## src/rtl/smsra_pkg.sv

```systemverilog
// ----------------------------------------------------------------------------
// smsra_pkg
// Shared types and constants of the multi-part message reassembly table.
// ----------------------------------------------------------------------------
package smsra_pkg;

   // fixed field widths inside the structs (cover SLOTS <= 16, PARTS <= 16)
   localparam int SlotW   = 4;
   localparam int PartW   = 4;
   localparam int GotW    = 5;
   localparam int MaxOut  = 32;
   localparam int OutCntW = 6;

   localparam logic [31:0] DefaultTimeout = 32'd30000;

   // result kinds
   typedef enum logic [1:0] {
      KIND_SINGLE  = 2'd0,
      KIND_STORED  = 2'd1,
      KIND_MISSING = 2'd2
   } kind_type;

   // search record handed from cell to cell
   typedef struct packed {
      logic             match;
      logic [SlotW-1:0] midx;
      logic             free;
      logic [SlotW-1:0] fidx;
      logic             best;
      logic [SlotW-1:0] bidx;
      logic [31:0]      bborn;
   } rec_type;

   // command broadcast to the cells
   typedef struct packed {
      logic             apply;
      logic             drop;
      logic [SlotW-1:0] slot;
      logic             take;
      logic             store;
      logic [PartW-1:0] pos;
      logic [15:0]      msg_ref;
      logic [63:0]      origin;
      logic [7:0]       count;
      logic [31:0]      born;
      logic [15:0]      stamp;
   } cmd_type;

   // status of one cell
   typedef struct packed {
      logic            busy;
      logic            expired;
      logic [7:0]      count;
      logic [GotW-1:0] got;
      logic [63:0]     origin;
      logic [15:0]     stamp;
   } stat_type;

endpackage

```

## src/rtl/smsra_if.sv

```systemverilog
// ----------------------------------------------------------------------------
// smsra_if
// Valid/ready channels for fragment requests and emitted result transactions.
// ----------------------------------------------------------------------------
interface smsra_req_if;
   logic        valid;
   logic        ready;
   logic        action;
   logic [15:0] msg_reference;
   logic [7:0]  fragment_seq;
   logic [7:0]  fragment_count;
   logic [63:0] sender_key;
   logic [15:0] text_handle;
   logic [15:0] stamp_handle;

   modport source (output valid, action, msg_reference, fragment_seq, fragment_count,
                   sender_key, text_handle, stamp_handle, input ready);
   modport sink   (input valid, action, msg_reference, fragment_seq, fragment_count,
                   sender_key, text_handle, stamp_handle, output ready);
endinterface

interface smsra_rsp_if;
   logic        valid;
   logic        ready;
   logic [1:0]  event_kind;
   logic [1:0]  slot_index;
   logic [2:0]  piece_index;
   logic [15:0] piece_handle;
   logic [63:0] origin_key;
   logic [15:0] stamp_out;
   logic        message_end;
   logic        last;

   modport source (output valid, event_kind, slot_index, piece_index, piece_handle,
                   origin_key, stamp_out, message_end, last, input ready);
   modport sink   (input valid, event_kind, slot_index, piece_index, piece_handle,
                   origin_key, stamp_out, message_end, last, output ready);
endinterface

```

## src/rtl/smsra_ram.sv

```systemverilog
// ----------------------------------------------------------------------------
// smsra_ram
// Generic single-write, single-read RAM with registered read data.
// ----------------------------------------------------------------------------
module smsra_ram #(
   parameter int WIDTH = 16,
   parameter int DEPTH = 32
) (
   input  logic                     clock,
   input  logic                     we,
   input  logic [$clog2(DEPTH)-1:0] waddr,
   input  logic [WIDTH-1:0]         wdata,
   input  logic [$clog2(DEPTH)-1:0] raddr,
   output logic [WIDTH-1:0]         rdata
);
   logic [WIDTH-1:0] mem_ff [DEPTH];
   logic [WIDTH-1:0] rdata_ff;

   always_ff @(posedge clock) begin
      if (we) begin
         mem_ff[waddr] <= wdata;
      end
      rdata_ff <= mem_ff[raddr];
   end

   assign rdata = rdata_ff;
endmodule

```

## src/rtl/smsra_cell.sv

```systemverilog
// ----------------------------------------------------------------------------
// smsra_cell
// One table slot: holds its key and part bookkeeping, updates the search
// record passed along the chain, and flags its own timeout.
// ----------------------------------------------------------------------------
module smsra_cell #(
   parameter int PARTS = 8,
   parameter int IDX   = 0
) (
   input  logic               clock,
   input  logic               reset,
   input  smsra_pkg::rec_type rec_in,
   output smsra_pkg::rec_type rec_out,
   input  smsra_pkg::cmd_type cmd,
   input  logic [31:0]        clock_now,
   input  logic [31:0]        timeout,
   input  logic [15:0]        key_ref,
   input  logic [63:0]        key_origin,
   output smsra_pkg::stat_type stat,
   output logic [PARTS-1:0]   present
);
   import smsra_pkg::*;

   localparam int PB = $clog2(PARTS);

   logic             busy_ff, busy_in;
   logic [15:0]      ref_ff, ref_in;
   logic [63:0]      origin_ff, origin_in;
   logic [7:0]       count_ff, count_in;
   logic [GotW-1:0]  got_ff, got_in;
   logic [31:0]      born_ff, born_in;
   logic [15:0]      stamp_ff, stamp_in;
   logic [PARTS-1:0] present_ff, present_in;
   rec_type          rec_ff, rec_next_in;
   logic             sel;

   assign sel = (cmd.slot == SlotW'(IDX));

   // slot update: take, store, release
   always_comb begin
      busy_in    = busy_ff;
      ref_in     = ref_ff;
      origin_in  = origin_ff;
      count_in   = count_ff;
      got_in     = got_ff;
      born_in    = born_ff;
      stamp_in   = stamp_ff;
      present_in = present_ff;
      if (cmd.apply && sel) begin
         if (cmd.take) begin
            busy_in    = 1'b1;
            ref_in     = cmd.msg_ref;
            origin_in  = cmd.origin;
            count_in   = cmd.count;
            born_in    = cmd.born;
            got_in     = '0;
            stamp_in   = '0;
            present_in = '0;
         end
         if (cmd.store) begin
            present_in[cmd.pos[PB-1:0]] = 1'b1;
            if (got_in == '0) begin
               stamp_in = cmd.stamp;
            end
            got_in = got_in + GotW'(1);
         end
      end
      if (cmd.drop && sel) begin
         busy_in    = 1'b0;
         got_in     = '0;
         stamp_in   = '0;
         present_in = '0;
      end
   end

   // search record: first match, first free, oldest
   always_comb begin
      rec_next_in = rec_in;
      if (!rec_in.match && busy_ff && ref_ff == key_ref && origin_ff == key_origin) begin
         rec_next_in.match = 1'b1;
         rec_next_in.midx  = SlotW'(IDX);
      end
      if (!rec_in.free && !busy_ff) begin
         rec_next_in.free = 1'b1;
         rec_next_in.fidx = SlotW'(IDX);
      end
      if (!rec_in.best || born_ff < rec_in.bborn) begin
         rec_next_in.best  = 1'b1;
         rec_next_in.bidx  = SlotW'(IDX);
         rec_next_in.bborn = born_ff;
      end
   end

   always_ff @(posedge clock) begin
      if (reset) begin
         busy_ff    <= 1'b0;
         got_ff     <= '0;
         born_ff    <= '0;
         stamp_ff   <= '0;
         present_ff <= '0;
         rec_ff     <= '0;
      end else begin
         busy_ff    <= busy_in;
         got_ff     <= got_in;
         born_ff    <= born_in;
         stamp_ff   <= stamp_in;
         present_ff <= present_in;
         rec_ff     <= rec_next_in;
      end
      ref_ff    <= ref_in;
      origin_ff <= origin_in;
      count_ff  <= count_in;
   end

   assign rec_out      = rec_ff;
   assign present      = present_ff;
   assign stat.busy    = busy_ff;
   assign stat.expired = busy_ff && ((clock_now - born_ff) >= timeout);
   assign stat.count   = count_ff;
   assign stat.got     = got_ff;
   assign stat.origin  = origin_ff;
   assign stat.stamp   = stamp_ff;
endmodule

```

## src/rtl/sms_fragment_reassembly_table_unit.sv

```systemverilog
// ----------------------------------------------------------------------------
// sms_fragment_reassembly_table_unit
// Multi-part message reassembly over a chain of slot cells.
// ----------------------------------------------------------------------------
// One request transaction is handled at a time. A single (unconcatenated)
// fragment is emitted directly as one result. A multi-part fragment walks
// its search record through the chain of SLOTS cells, one cell per cycle,
// then updates the chosen slot (ST_APPLY) and tests completion (ST_CHECK).
// A tick advances the time count, latches the expired slots and scans them.
// Each emitted part passes a part store read (ST_RD) and the result register
// (ST_WR), which waits while rsp is stalled; each emitted slot is then freed
// (ST_FREE). At most 32 result transactions are produced per request; any
// further parts of expiring slots are dropped, but those slots are still freed.
// ----------------------------------------------------------------------------
module sms_fragment_reassembly_table_unit #(
   parameter int SLOTS = 4,
   parameter int PARTS = 8
) (
   input  logic         clock,
   input  logic         reset,
   smsra_req_if.sink    req_chan,
   smsra_rsp_if.source  rsp_chan,
   input  logic         csr_we,
   input  logic [31:0]  csr_wdata
);
   import smsra_pkg::*;

   localparam int SB = (SLOTS > 1) ? $clog2(SLOTS) : 1;
   localparam int PB = $clog2(PARTS);
   localparam int AW = SB + PB;
   localparam int Depth = 1 << AW;

   typedef enum logic [3:0] {
      ST_IDLE, ST_SINGLE, ST_SEARCH, ST_APPLY, ST_CHECK,
      ST_TICK, ST_LATCH, ST_SCAN, ST_RD, ST_WR, ST_FREE
   } state_type;

   state_type          state_ff, state_in;
   logic [31:0]        timeout_ff, timeout_in;
   logic [31:0]        clock_now_ff, clock_now_in;
   logic [15:0]        kref_ff, kref_in;
   logic [63:0]        korigin_ff, korigin_in;
   logic [7:0]         seq_ff, seq_in;
   logic [7:0]         cnt_ff, cnt_in;
   logic [15:0]        text_ff, text_in;
   logic [15:0]        stamp_ff, stamp_in;
   logic [SB-1:0]      srch_ff, srch_in;
   logic [SB-1:0]      cur_slot_ff, cur_slot_in;
   logic [PB-1:0]      piece_ff, piece_in;
   logic [OutCntW-1:0] nout_ff, nout_in;
   logic [SLOTS-1:0]   exp_ff, exp_in;
   logic               tick_mode_ff, tick_mode_in;

   logic               rsp_valid_ff, rsp_valid_in;
   logic [1:0]         rsp_kind_ff, rsp_kind_in;
   logic [1:0]         rsp_slot_ff, rsp_slot_in;
   logic [2:0]         rsp_piece_ff, rsp_piece_in;
   logic [15:0]        rsp_handle_ff, rsp_handle_in;
   logic [63:0]        rsp_origin_ff, rsp_origin_in;
   logic [15:0]        rsp_stamp_ff, rsp_stamp_in;
   logic               rsp_end_ff, rsp_end_in;
   logic               rsp_last_ff, rsp_last_in;

   rec_type            chain [SLOTS+1];
   stat_type           stat [SLOTS];
   logic [PARTS-1:0]   present [SLOTS];
   logic [SLOTS-1:0]   expv;
   cmd_type            cmd;

   logic               ram_we;
   logic [AW-1:0]      ram_waddr, ram_raddr;
   logic [15:0]        ram_rdata;

   logic               space, out_we, more, endp, have;
   logic [7:0]         lim, pos;
   logic [SB-1:0]      chosen;
   logic               take, store;
   logic [PARTS-1:0]   present_eff;

   // chain of slot cells
   assign chain[0] = '0;
   for (genvar g = 0; g < SLOTS; g++) begin : g_cell
      smsra_cell #(.PARTS(PARTS), .IDX(g)) u_cell (
         .clock      (clock),
         .reset      (reset),
         .rec_in     (chain[g]),
         .rec_out    (chain[g+1]),
         .cmd        (cmd),
         .clock_now  (clock_now_ff),
         .timeout    (timeout_ff),
         .key_ref    (kref_ff),
         .key_origin (korigin_ff),
         .stat       (stat[g]),
         .present    (present[g])
      );
      assign expv[g] = stat[g].expired;
   end

   // part text store
   smsra_ram #(.WIDTH(16), .DEPTH(Depth)) u_ram (
      .clock (clock),
      .we    (ram_we),
      .waddr (ram_waddr),
      .wdata (text_ff),
      .raddr (ram_raddr),
      .rdata (ram_rdata)
   );

   // slot choice from the end of the chain
   assign chosen = chain[SLOTS].match ? chain[SLOTS].midx[SB-1:0] :
                   chain[SLOTS].free  ? chain[SLOTS].fidx[SB-1:0] :
                                        chain[SLOTS].bidx[SB-1:0];
   assign take        = !chain[SLOTS].match;
   assign pos         = seq_ff - 8'd1;
   assign present_eff = take ? '0 : present[chosen];
   assign store       = (pos < 8'(PARTS)) && !present_eff[pos[PB-1:0]];

   // emission helpers
   assign lim  = (stat[cur_slot_ff].count > 8'(PARTS)) ? 8'(PARTS) : stat[cur_slot_ff].count;
   assign endp = (8'(piece_ff) == lim - 8'd1);
   assign have = present[cur_slot_ff][piece_ff];
   assign ram_raddr = {cur_slot_ff, piece_ff};

   always_comb begin
      more = 1'b0;
      for (int j = 0; j < SLOTS; j++) begin
         if (SB'(j) > cur_slot_ff && exp_ff[j]) begin
            more = 1'b1;
         end
      end
   end

   assign space = !rsp_valid_ff || rsp_chan.ready;

   // sequencer
   always_comb begin
      state_in      = state_ff;
      timeout_in    = csr_we ? csr_wdata : timeout_ff;
      clock_now_in  = clock_now_ff;
      kref_in       = kref_ff;
      korigin_in    = korigin_ff;
      seq_in        = seq_ff;
      cnt_in        = cnt_ff;
      text_in       = text_ff;
      stamp_in      = stamp_ff;
      srch_in       = srch_ff;
      cur_slot_in   = cur_slot_ff;
      piece_in      = piece_ff;
      nout_in       = nout_ff;
      exp_in        = exp_ff;
      tick_mode_in  = tick_mode_ff;
      out_we        = 1'b0;
      rsp_kind_in   = rsp_kind_ff;
      rsp_slot_in   = rsp_slot_ff;
      rsp_piece_in  = rsp_piece_ff;
      rsp_handle_in = rsp_handle_ff;
      rsp_origin_in = rsp_origin_ff;
      rsp_stamp_in  = rsp_stamp_ff;
      rsp_end_in    = rsp_end_ff;
      rsp_last_in   = rsp_last_ff;
      cmd           = '0;
      ram_we        = 1'b0;
      ram_waddr     = {chosen, pos[PB-1:0]};
      req_chan.ready = 1'b0;

      unique case (state_ff)
         ST_IDLE: begin
            req_chan.ready = 1'b1;
            if (req_chan.valid) begin
               kref_in    = req_chan.msg_reference;
               korigin_in = req_chan.sender_key;
               seq_in     = req_chan.fragment_seq;
               cnt_in     = req_chan.fragment_count;
               text_in    = req_chan.text_handle;
               stamp_in   = req_chan.stamp_handle;
               nout_in    = '0;
               srch_in    = '0;
               if (req_chan.action) begin
                  tick_mode_in = 1'b1;
                  state_in     = ST_TICK;
               end else if (req_chan.fragment_count > 8'd1 && req_chan.fragment_seq != 8'd0) begin
                  tick_mode_in = 1'b0;
                  state_in     = ST_SEARCH;
               end else begin
                  state_in = ST_SINGLE;
               end
            end
         end
         ST_SINGLE: begin
            if (space) begin
               out_we        = 1'b1;
               rsp_kind_in   = KIND_SINGLE;
               rsp_slot_in   = '0;
               rsp_piece_in  = '0;
               rsp_handle_in = text_ff;
               rsp_origin_in = korigin_ff;
               rsp_stamp_in  = stamp_ff;
               rsp_end_in    = 1'b1;
               rsp_last_in   = 1'b1;
               state_in      = ST_IDLE;
            end
         end
         ST_SEARCH: begin
            if (srch_ff == SB'(SLOTS - 1)) begin
               state_in = ST_APPLY;
            end else begin
               srch_in = srch_ff + SB'(1);
            end
         end
         ST_APPLY: begin
            cmd.apply   = 1'b1;
            cmd.slot    = SlotW'(chosen);
            cmd.take    = take;
            cmd.store   = store;
            cmd.pos     = PartW'(pos[PB-1:0]);
            cmd.msg_ref = kref_ff;
            cmd.origin  = korigin_ff;
            cmd.count   = cnt_ff;
            cmd.born    = clock_now_ff;
            cmd.stamp   = stamp_ff;
            ram_we      = store;
            cur_slot_in = chosen;
            state_in    = ST_CHECK;
         end
         ST_CHECK: begin
            if (8'(stat[cur_slot_ff].got) >= cnt_ff) begin
               piece_in = '0;
               state_in = ST_RD;
            end else begin
               state_in = ST_IDLE;
            end
         end
         ST_TICK: begin
            clock_now_in = clock_now_ff + 32'd1;
            state_in     = ST_LATCH;
         end
         ST_LATCH: begin
            exp_in      = expv;
            cur_slot_in = '0;
            state_in    = ST_SCAN;
         end
         ST_SCAN: begin
            if (exp_ff[cur_slot_ff]) begin
               piece_in = '0;
               state_in = ST_RD;
            end else if (cur_slot_ff == SB'(SLOTS - 1)) begin
               state_in = ST_IDLE;
            end else begin
               cur_slot_in = cur_slot_ff + SB'(1);
            end
         end
         ST_RD: begin
            state_in = ST_WR;
         end
         ST_WR: begin
            if (nout_ff < OutCntW'(MaxOut)) begin
               if (space) begin
                  out_we        = 1'b1;
                  nout_in       = nout_ff + OutCntW'(1);
                  rsp_kind_in   = have ? KIND_STORED : KIND_MISSING;
                  rsp_slot_in   = 2'(cur_slot_ff);
                  rsp_piece_in  = 3'(piece_ff);
                  rsp_handle_in = have ? ram_rdata : 16'd0;
                  rsp_origin_in = stat[cur_slot_ff].origin;
                  rsp_stamp_in  = stat[cur_slot_ff].stamp;
                  rsp_end_in    = endp;
                  rsp_last_in   = (nout_ff == OutCntW'(MaxOut - 1)) ||
                                  (endp && !(tick_mode_ff && more));
                  state_in      = endp ? ST_FREE : ST_RD;
                  piece_in      = endp ? piece_ff : piece_ff + PB'(1);
               end
            end else begin
               state_in = endp ? ST_FREE : ST_RD;
               piece_in = endp ? piece_ff : piece_ff + PB'(1);
            end
         end
         ST_FREE: begin
            cmd.drop = 1'b1;
            cmd.slot = SlotW'(cur_slot_ff);
            if (tick_mode_ff && cur_slot_ff != SB'(SLOTS - 1)) begin
               cur_slot_in = cur_slot_ff + SB'(1);
               state_in    = ST_SCAN;
            end else begin
               state_in = ST_IDLE;
            end
         end
         default: begin
            state_in = ST_IDLE;
         end
      endcase

      // result register: load on write, clear on take
      if (out_we) begin
         rsp_valid_in = 1'b1;
      end else if (rsp_chan.ready) begin
         rsp_valid_in = 1'b0;
      end else begin
         rsp_valid_in = rsp_valid_ff;
      end
   end

   always_ff @(posedge clock) begin
      if (reset) begin
         state_ff     <= ST_IDLE;
         timeout_ff   <= DefaultTimeout;
         clock_now_ff <= '0;
         srch_ff      <= '0;
         cur_slot_ff  <= '0;
         piece_ff     <= '0;
         nout_ff      <= '0;
         exp_ff       <= '0;
         tick_mode_ff <= 1'b0;
         rsp_valid_ff <= 1'b0;
      end else begin
         state_ff     <= state_in;
         timeout_ff   <= timeout_in;
         clock_now_ff <= clock_now_in;
         srch_ff      <= srch_in;
         cur_slot_ff  <= cur_slot_in;
         piece_ff     <= piece_in;
         nout_ff      <= nout_in;
         exp_ff       <= exp_in;
         tick_mode_ff <= tick_mode_in;
         rsp_valid_ff <= rsp_valid_in;
      end
      kref_ff       <= kref_in;
      korigin_ff    <= korigin_in;
      seq_ff        <= seq_in;
      cnt_ff        <= cnt_in;
      text_ff       <= text_in;
      stamp_ff      <= stamp_in;
      rsp_kind_ff   <= rsp_kind_in;
      rsp_slot_ff   <= rsp_slot_in;
      rsp_piece_ff  <= rsp_piece_in;
      rsp_handle_ff <= rsp_handle_in;
      rsp_origin_ff <= rsp_origin_in;
      rsp_stamp_ff  <= rsp_stamp_in;
      rsp_end_ff    <= rsp_end_in;
      rsp_last_ff   <= rsp_last_in;
   end

   assign rsp_chan.valid        = rsp_valid_ff;
   assign rsp_chan.event_kind   = rsp_kind_ff;
   assign rsp_chan.slot_index   = rsp_slot_ff;
   assign rsp_chan.piece_index  = rsp_piece_ff;
   assign rsp_chan.piece_handle = rsp_handle_ff;
   assign rsp_chan.origin_key   = rsp_origin_ff;
   assign rsp_chan.stamp_out    = rsp_stamp_ff;
   assign rsp_chan.message_end  = rsp_end_ff;
   assign rsp_chan.last         = rsp_last_ff;

   // result count per request never passes the cap
   a_nout_cap: assert property (@(posedge clock) disable iff (reset)
      nout_ff <= OutCntW'(MaxOut))
      else $error("result count above cap");

   // the slot just taken or matched is busy
   a_apply_busy: assert property (@(posedge clock) disable iff (reset)
      (state_ff == ST_APPLY) |=> stat[cur_slot_ff].busy)
      else $error("applied slot not busy");

   // an emitted slot is released
   a_free_done: assert property (@(posedge clock) disable iff (reset)
      (state_ff == ST_FREE) |=> !stat[$past(cur_slot_ff)].busy)
      else $error("emitted slot still busy");
endmodule
```

## src/flat_wrapper.sv

```systemverilog
// flat-port wrapper written by rule: the top's interface ports become plain ports
module sms_fragment_reassembly_table_unit_flat import smsra_pkg::*;
#(
   parameter int SLOTS = 4,
   parameter int PARTS = 8
)
  (clock, reset, csr_we, csr_wdata, req_chan_valid, req_chan_action, req_chan_msg_reference, req_chan_fragment_seq, req_chan_fragment_count, req_chan_sender_key, req_chan_text_handle, req_chan_stamp_handle, req_chan_ready, rsp_chan_valid, rsp_chan_event_kind, rsp_chan_slot_index, rsp_chan_piece_index, rsp_chan_piece_handle, rsp_chan_origin_key, rsp_chan_stamp_out, rsp_chan_message_end, rsp_chan_last, rsp_chan_ready);
  smsra_req_if req_chan_i ();
  smsra_rsp_if rsp_chan_i ();
  input  logic clock;
  input  logic reset;
  input  logic csr_we;
  input  logic [31:0] csr_wdata;
  input wire logic [$bits(req_chan_i.valid)-1:0] req_chan_valid;
  input wire logic [$bits(req_chan_i.action)-1:0] req_chan_action;
  input wire logic [$bits(req_chan_i.msg_reference)-1:0] req_chan_msg_reference;
  input wire logic [$bits(req_chan_i.fragment_seq)-1:0] req_chan_fragment_seq;
  input wire logic [$bits(req_chan_i.fragment_count)-1:0] req_chan_fragment_count;
  input wire logic [$bits(req_chan_i.sender_key)-1:0] req_chan_sender_key;
  input wire logic [$bits(req_chan_i.text_handle)-1:0] req_chan_text_handle;
  input wire logic [$bits(req_chan_i.stamp_handle)-1:0] req_chan_stamp_handle;
  output wire logic [$bits(req_chan_i.ready)-1:0] req_chan_ready;
  output wire logic [$bits(rsp_chan_i.valid)-1:0] rsp_chan_valid;
  output wire logic [$bits(rsp_chan_i.event_kind)-1:0] rsp_chan_event_kind;
  output wire logic [$bits(rsp_chan_i.slot_index)-1:0] rsp_chan_slot_index;
  output wire logic [$bits(rsp_chan_i.piece_index)-1:0] rsp_chan_piece_index;
  output wire logic [$bits(rsp_chan_i.piece_handle)-1:0] rsp_chan_piece_handle;
  output wire logic [$bits(rsp_chan_i.origin_key)-1:0] rsp_chan_origin_key;
  output wire logic [$bits(rsp_chan_i.stamp_out)-1:0] rsp_chan_stamp_out;
  output wire logic [$bits(rsp_chan_i.message_end)-1:0] rsp_chan_message_end;
  output wire logic [$bits(rsp_chan_i.last)-1:0] rsp_chan_last;
  input wire logic [$bits(rsp_chan_i.ready)-1:0] rsp_chan_ready;
  assign req_chan_i.valid = req_chan_valid;
  assign req_chan_i.action = req_chan_action;
  assign req_chan_i.msg_reference = req_chan_msg_reference;
  assign req_chan_i.fragment_seq = req_chan_fragment_seq;
  assign req_chan_i.fragment_count = req_chan_fragment_count;
  assign req_chan_i.sender_key = req_chan_sender_key;
  assign req_chan_i.text_handle = req_chan_text_handle;
  assign req_chan_i.stamp_handle = req_chan_stamp_handle;
  assign req_chan_ready = req_chan_i.ready;
  assign rsp_chan_valid = rsp_chan_i.valid;
  assign rsp_chan_event_kind = rsp_chan_i.event_kind;
  assign rsp_chan_slot_index = rsp_chan_i.slot_index;
  assign rsp_chan_piece_index = rsp_chan_i.piece_index;
  assign rsp_chan_piece_handle = rsp_chan_i.piece_handle;
  assign rsp_chan_origin_key = rsp_chan_i.origin_key;
  assign rsp_chan_stamp_out = rsp_chan_i.stamp_out;
  assign rsp_chan_message_end = rsp_chan_i.message_end;
  assign rsp_chan_last = rsp_chan_i.last;
  assign rsp_chan_i.ready = rsp_chan_ready;
  sms_fragment_reassembly_table_unit #(.SLOTS(SLOTS), .PARTS(PARTS)) u_core (.clock(clock), .reset(reset), .req_chan(req_chan_i), .rsp_chan(rsp_chan_i), .csr_we(csr_we), .csr_wdata(csr_wdata));
endmodule
```

## config.mk

```make
export PLATFORM = sky130hd
export DESIGN_NAME = sms_fragment_reassembly_table_unit_flat
export DESIGN_NICKNAME = d
export VERILOG_FILES = /design/src/rtl/smsra_pkg.sv /design/src/rtl/smsra_if.sv /design/src/rtl/smsra_ram.sv /design/src/rtl/smsra_cell.sv /design/src/rtl/sms_fragment_reassembly_table_unit.sv /design/src/flat_wrapper.sv
export SDC_FILE = /design/constraint.sdc
export NUM_CORES = 2
export LEC_CHECK = 0
export CAP_MARGIN = 15
export CORE_MARGIN = 5
export CORE_UTILIZATION = 60
export CTS_CLUSTER_SIZE = 12
export DETAILED_ROUTE_END_ITERATION = 16
export DONT_BUFFER_PORTS = 1
export PLACE_DENSITY = 0.81
export SYNTH_ARGS = -nofsm -noshare
export SYNTH_HDL_FRONTEND = slang
export SYNTH_SLANG_ARGS = --single-unit
```

## constraint.sdc

```tcl
create_clock -name clock -period 18.25 [get_ports clock]
set_input_delay 0.9125 -clock clock [delete_from_list [all_inputs] [get_ports clock]]
set_output_delay 0.9125 -clock clock [all_outputs]
set_load 0.005 [all_outputs]
```

Word level (Yosys, flattened, before mapping)
Memories as Yosys holds them, arrays and structs flattened. A register that Yosys moved wholly into a read port is not among the register bits.
Index checks and enable logic that the tools add are counted.
{"block": "totals", "ram_bits": 512, "n_memories": 1, "output_inout_bits": 107, "inputBits": 166, "word_cells": 415, "reg_bits": 1067}
{"memory": "u_core.u_ram.mem_ff", "words": 32, "word_bits": 16, "rd": 1, "rd_clocked_by_memory_dff": 1, "write_ports": 1, "line_no": "smsra_ram.sv:16", "rtl": "logic [WIDTH-1:0] mem_ff [DEPTH];"}
{"block": "classes", "n_reduce_logical": 93, "order_cmp": 23, "mux": 150, "eq_ne": 39, "bitwise": 6, "addsub": 15}
{"op": "$mux W16", "n": 19}
{"op": "$eq A64 B64 Y1", "n": 4}
{"op": "$mux W64", "n": 3}
{"op": "$bmux W95 S2", "n": 1}
{"op": "$mux W93", "n": 2}
{"op": "$mux W8", "n": 18}
{"op": "$mux W142", "n": 1}
{"op": "$ge A32 B32 Y1", "n": 4}
{"op": "$pmux W64 S2", "n": 1}
{"op": "$sub A32 B32 Y32", "n": 4}
{"op": "$mux W37", "n": 3}
{"op": "$mux W5", "n": 20}
{"op": "$lt A32 B32 Y1", "n": 3}
{"op": "$eq A16 B16 Y1", "n": 4}
{"op": "$pmux W16 S2", "n": 2}
{"op": "$pmux W4 S11", "n": 1}
{"op": "$logic_and A1 B1 Y1", "n": 36}
{"op": "$mux W4", "n": 9}
{"op": "$mux W34", "n": 1}
{"op": "$add A32 B1 Y32 const B", "n": 1}
{"op": "$bmux W8 S2", "n": 2}
{"op": "$or A8 B8 Y8", "n": 4}
{"op": "$mux W2", "n": 15}
{"op": "$mux W3", "n": 9}
{"op": "53 further kinds", "n": 159}

Logic depth before layout (Yosys ltp)
{"block": "depth", "word_depth": 18, "mapped_depth": 24}

Cells and area by module
From an unflattened synthesis, not the netlist that was laid out.
{"block": "hier_totals", "hier_cells": 7222, "area_unflattened_um2": 80526.0}
{"mod": "smsra_ram", "n_inst": 1, "area_per_inst_um2": 20534.7, "seq_area_each_um2": 15695.1, "cells_per_inst": 1143}
{"mod": "sms_fragment_reassembly_table_unit", "n_inst": 1, "area_per_inst_um2": 16216.8, "seq_area_each_um2": 8738.4, "cells_per_inst": 1372}
{"mod": "smsra_cell at u_core.g_cell[2].u_cell", "n_inst": 1, "area_per_inst_um2": 11213.3, "seq_area_each_um2": 4824.6, "cells_per_inst": 1226}
{"mod": "smsra_cell at u_core.g_cell[3].u_cell", "n_inst": 1, "area_per_inst_um2": 10950.5, "seq_area_each_um2": 4824.6, "cells_per_inst": 1174}
{"mod": "smsra_cell at u_core.g_cell[1].u_cell", "n_inst": 1, "area_per_inst_um2": 10836.6, "seq_area_each_um2": 4824.6, "cells_per_inst": 1162}
{"mod": "smsra_cell at u_core.g_cell[0].u_cell", "n_inst": 1, "area_per_inst_um2": 10774.1, "seq_area_each_um2": 4824.6, "cells_per_inst": 1145}

Worst setup path after synthesis
No wires, ideal clock.
{"block": "synth_timing", "path_type": "input -> register", "startpoint": "in rsp_chan_ready", "endpoint": "reg u_core.rsp_kind_ff[0] (netlist: u_core.rsp_chan.event_kind[0]), enable pin", "slack_ns": 12.332, "stages": 2, "arrival_time_ns": 5.348, "path_buffers": 0, "cell_sequence": "nor2b_1 -> nor2_1"}
{"block": "synth_via", "elab_chain_len": 3}
{"item": "start: declaration", "line_no": "flat_wrapper.sv:32", "rtl": "input wire logic [$bits(rsp_chan_i.ready)-1:0] rsp_chan_ready;"}
{"item": "$logic_or A1 B1 Y1 (*)", "line_no": "sms_fragment_reassembly_table_unit.sv:133", "rtl": "assign space = !rsp_valid_ff || rsp_chan.ready;"}
{"item": "$ne A2 B1 Y1 (no source line)"}
{"item": "$reduce_and A4 Y1 (no source line) (*)"}
{"item": "end signal: assignment", "line_no": "sms_fragment_reassembly_table_unit.sv:332", "rtl": "rsp_kind_ff <= rsp_kind_in;"}
{"item": "end: declaration", "line_no": "sms_fragment_reassembly_table_unit.sv:55", "rtl": "logic [1:0] rsp_kind_ff, rsp_kind_in;"}
Mark *: on every way between the ends. The rest lies on a longest branch, timed or not.
A chain may end at the register's enable or synchronous reset.

Final worst setup path
{"block": "layout_timing", "startpoint": "reg u_core.cur_slot_ff[1]", "endpoint": "reg u_core.piece_ff[0]"}
{"block": "layout_via", "elab_chain_len": 12}
{"item": "start: declaration", "line_no": "sms_fragment_reassembly_table_unit.sv:48", "rtl": "logic [SB-1:0] cur_slot_ff, cur_slot_in;"}
{"item": "start signal: assignment", "line_no": "sms_fragment_reassembly_table_unit.sv:319", "rtl": "cur_slot_ff <= cur_slot_in;"}
{"item": "$not A2 Y3 (implied by the code)", "line_no": "sms_fragment_reassembly_table_unit.sv:119, sms_fragment_reassembly_table_unit.sv:226"}
{"item": "$bmux W95 S2", "line_no": "sms_fragment_reassembly_table_unit.sv:119, sms_fragment_reassembly_table_unit.sv:226"}
{"item": "$mux W93 (implied by the code) (2 in a row)", "line_no": "sms_fragment_reassembly_table_unit.sv:226", "rtl": "if (8'(stat[cur_slot_ff].got) >= cnt_ff) begin"}
{"item": "$gt A8 B4 Y1", "line_no": "sms_fragment_reassembly_table_unit.sv:119", "rtl": "assign lim = (stat[cur_slot_ff].count > 8'(PARTS)) ? 8'(PARTS) : stat[cur_slot_ff].count;"}
{"item": "$mux W8", "line_no": "sms_fragment_reassembly_table_unit.sv:119"}
{"item": "$sub A8 B1 Y8", "line_no": "sms_fragment_reassembly_table_unit.sv:120", "rtl": "assign endp = (8'(piece_ff) == lim - 8'd1);"}
{"item": "$eq A3 B8 Y1", "line_no": "sms_fragment_reassembly_table_unit.sv:120"}
{"item": "$mux W3 (3 in a row)"}
{"item": "$pmux W3 S3"}
{"item": "end signal: assignment", "line_no": "sms_fragment_reassembly_table_unit.sv:320", "rtl": "piece_ff <= piece_in;"}
{"item": "end: declaration", "line_no": "sms_fragment_reassembly_table_unit.sv:49", "rtl": "logic [PB-1:0] piece_ff, piece_in;"}
Parallel ways exist; a longest one is shown, timed or not. The select of a mux whose other input is x is not followed.

==> metrics.csv <==
stage,metric,value,unit
place,Port Buf Inserts,0,
route,1st-iter DRT viols,7744,
route,Avg WL per Cell,28.6,um
synth,yosys warns,0,
setup_path,arrival time worst endpoint,6.12,ns
grt,GR Overflow Total,0,
sta,fin crit period,5.41,ns
setup_path,CP Data Required Time,18.96,ns
final_layout,layout filler cell count,8578,
final_layout,Final Instance Count excl. Fillers,7831,
grt,Global Route Usage Sum,0.335,
sta,Slew Limit Fails,0,
setup_path,cells along the critical path,buf_4 > mux4_2 > or3_1 > a221oi_2 > nand2_1 > ha_1 > xnor2_1 > o311a_1 > o21ai_0 > o2bb2ai_1 > a21oi_1 > inv_1 > or3_1 > a21oi_1,
place,Routability Congestion,1.03,
cts,post_cts resized,0,
sta,f_max,185,MHz
die,io pins,273,
setup_path,CP startpoint kind,flop,
final_layout,Layout area overhead,9.21,%
power,peak supply drop,0.134,mV
cts,Setup Buffers After CTS,0,
power,PwrDens,106,mW/mm2
place,hpwl dp,147000,um
die,Core ar.,0.123,mm2
power,leakage dissipation,29.1,nW
synth,post-synth top area share,0.442,
synth,number of synthesized flops with an enable pin,1097,
place,# placed instances,7524,
grt,initial antenna violation count,15,
synth,ys flop type,edfxtp_1,
grt,largest net degree at the start of global routing,362,
status,run status,completed,
synth,"top cells by count, synth","edfxtp_1 (1,097), nand2_1 (713), dfxtp_1 (473)",
die,Die X,362,um
grt,first-pass GRT wire length,329000,um
cts,H-tree Lvls,4,
sta,Setup Skew,0.0585,ns
sta,final worst-path cycle share,0.297,
cts,CTS hold repair buffers,0,
grt,vias in the first global route,50780,
synth,Area contributors post-synth,"edfxtp_1 (44%), dfxtp_1 (13%), mux4_2 (7.9%), ha_1 (6.2%), nand2_1 (3.6%)",
cts,TritonCTS Sinks,1570,
setup_path,"slowest stage delay, CP",1.15,ns
die,row count,129,
sta,count of final hold-check violations,0,
synth,Yosys top cell by area,edfxtp_1,
cts,Num CTS Buffers,160,
cts,CTS tree,yes,
synth,synthesized flop and latch total,1570,
die,die height,362,um
sta,Worst-Margin Slew,1.39,ns
synth,"count leader, synth",edfxtp_1,
synth,sequential area share after synthesis,0.569,
power,sequential share of power,0.518,
final_layout,fraction of layout cells with a size suffix above 1,0.0996,
setup_path,Crit Path Class,flop to flop,
route,DR vias/cell,6.71,
run,Max Cap Viol,0,
sta,setup TNS,0,ns
power,internal power,6.20,mW
route,final WL,224000,um
power,Clk pwr share,0.373,
synth,Syn Nets,6631,
final_layout,Final nets,6592,
route,post-route ant nets,0,
setup_path,Critical Path Fanout Max,65,
synth,asr flop ratio synth,0,
min_path,Worst Hold Class,input port to flop,
sta,Rel. slew slack,0.0627,
die,Die ar.,0.131,mm2
setup_path,slowest library cell on the worst path,dfxtp_4,
cts,clk slew on worst S/H paths,0.06,ns
cts,Root Driver,clkbuf_16,
cts,CTS max path bufs,3,
power,switching share of power,0.279,
power,power share of the combinational group,0.108,
sta,RSZ-0062 raised after global routing,no,
synth,synthesized area,0.0745,mm2
synth,Cells after Synth,6090,
route,DRT Pass-1 Iters,9,
sta,setup violators final,0,
route,remaining routing DRC violations,0,
cts,"Clk Latency, worst-skew pair",0.81,ns
die,initial core utilization,0.603,
synth,Yosys cell types,87,
route,via count,52555,
synth,Avg Inst Size Synth,12.2,um2
setup_path,Worst Setup End Kind,flop,
power,switching power,2.41,mW
-- critical path: cells and delay by family (launching register included) --
| kind | cells | cell delay [ns] |
|---|---|---|
| AOI/OAI and AO/OA | 6 | 1.24 |
| xor gates and xnor gates | 1 | 0.20 |
| adders and majority gates | 1 | 0.21 |
| buffers and inverters | 2 | 1.01 |
| DFF | 1 | 1.15 |
| muxes | 1 | 0.46 |
| and+or+nand+nor | 3 | 0.89 |
-- placed cells by master, fill, tap and decap left out, types with 57 or more instances in the layout --
master,n
a21oi_1,300
clkbuf_16,160
buf_4,87
mux2i_1,101
nor2_1,376
dfxtp_1,467
ha_1,371
mux4_2,262
o22ai_1,59
a21o_1,114
inv_1,413
and3_1,67
nor3_1,93
xor2_1,155
nand2_1,713
xnor2_1,216
edfxtp_1,1097
o21ai_0,171
and2_1,57
clkbuf_1,82
nand4_1,89
nand3_1,68
-- final cells by class --
| cell class | instances | area [um2] | share of cell area |
|---|---|---|---|
| Tap cell | 1637 | 2050 | 0.0252 |
| Sequential cell | 1570 | 42400 | 0.521 |
| Inverter | 421 | 1600 | 0.0196 |
| Timing Repair Buffer | 89 | 701 | 0.00861 |
| Clock buffer | 263 | 4570 | 0.0562 |
| Clock inverter | 33 | 542 | 0.00666 |
| Antenna cell | 9 | 22.5 | 0.000277 |
| Multi-Input combinational cell | 3809 | 29500 | 0.362 |
-- power by group through the flow --
stage / sequential (mW) / combinational [mW] / clock, mW
floorplan: 4.34 / 0.639 / 0
global placement: 4.51 / 0.855 / 0
detailed placement: 4.53 / 0.873 / 0
CTS: 4.46 / 0.895 / 3.23
global route: 4.47 / 0.971 / 3.40
finish: 4.46 / 0.933 / 3.21
-- worst paths after layout --
| check | start | end | slack (ns) | depth (start not counted) |
|---|---|---|---|---|
| worst max-delay path | u_core.cur_slot_ff[1]$_SDFFE_PP0P_ | u_core.piece_ff[0]$_SDFFE_PP0P_ | 12.84 | 14 |
| worst min-delay path | req_chan_text_handle[11] | u_core.text_ff[11]$_DFFE_PP_ | 0.19 | 0 |
| worst max register to register | u_core.cur_slot_ff[1]$_SDFFE_PP0P_ | u_core.piece_ff[0]$_SDFFE_PP0P_ | 12.84 | 14 |
| worst min register to register | u_core.g_cell[0].u_cell.rec_out[41]$_SDFF_PP0_ | u_core.g_cell[1].u_cell.rec_out[37]$_SDFF_PP0_ | 0.41 | 1 |
-- state kept, by name, summed over array words and instances, names as in the netlist, 20 cells and up --
signal                          flops
u_core.g_cell.u_cell.present       32
u_core.g_cell.u_cell.count_ff      32
u_core.g_cell.u_cell.got_ff        20
u_core.korigin_ff                  64
u_core.rsp_chan.origin_key         64
u_core.g_cell.u_cell.ref_ff        64
u_core.g_cell.u_cell.stamp_ff      64
u_core.timeout_ff                  32
u_core.clock_now_ff                32
u_core.g_cell.u_cell.rec_out      122
u_core.u_ram.mem_ff               512
u_core.g_cell.u_cell.origin_ff    256
u_core.g_cell.u_cell.born_ff      128
-- stage by stage --
| step | worst slack, ns | total power [mW] | cell area (um2) | hold slack, ns | utilization |
|---|---|---|---|---|---|
| after floorplan | 12.33 | 4.98 | 74500 | 0.391 | - |
| after global placement | 12.95 | 5.36 | 76200 | 0.393 | 0.617 |
| after detailed placement | 12.88 | 5.40 | 76200 | 0.399 | 0.617 |
| after CTS | 12.86 | 8.58 | 81300 | 0.132 | 0.658 |
| after global routing | 12.41 | 8.84 | 81400 | 0.147 | 0.659 |
| final | 12.84 | 8.61 | 81400 | 0.191 | 0.659 |
-- cell families after synthesis --
kind of cell	share of synthesized area
multiplexers	0.0937
AND/OR/NAND/NOR	0.0998
adder cells (fa/ha/maj)	0.0634
AO/OA/AOI/OAI	0.0939
XOR/XNOR	0.0436
buffers and inverters	0.0365
flip-flops	0.569
-- layer usage --
layer	part of all wire	track usage	vias up
li1	-	-	22333
met1	0.36	0.435	25620
met2	0.46	0.531	3786
met3	0.12	0.0897	806
met4	0.056	0.152	10
met5	0.00029	0	-
Note: power is estimated with default switching activity, not from simulation.
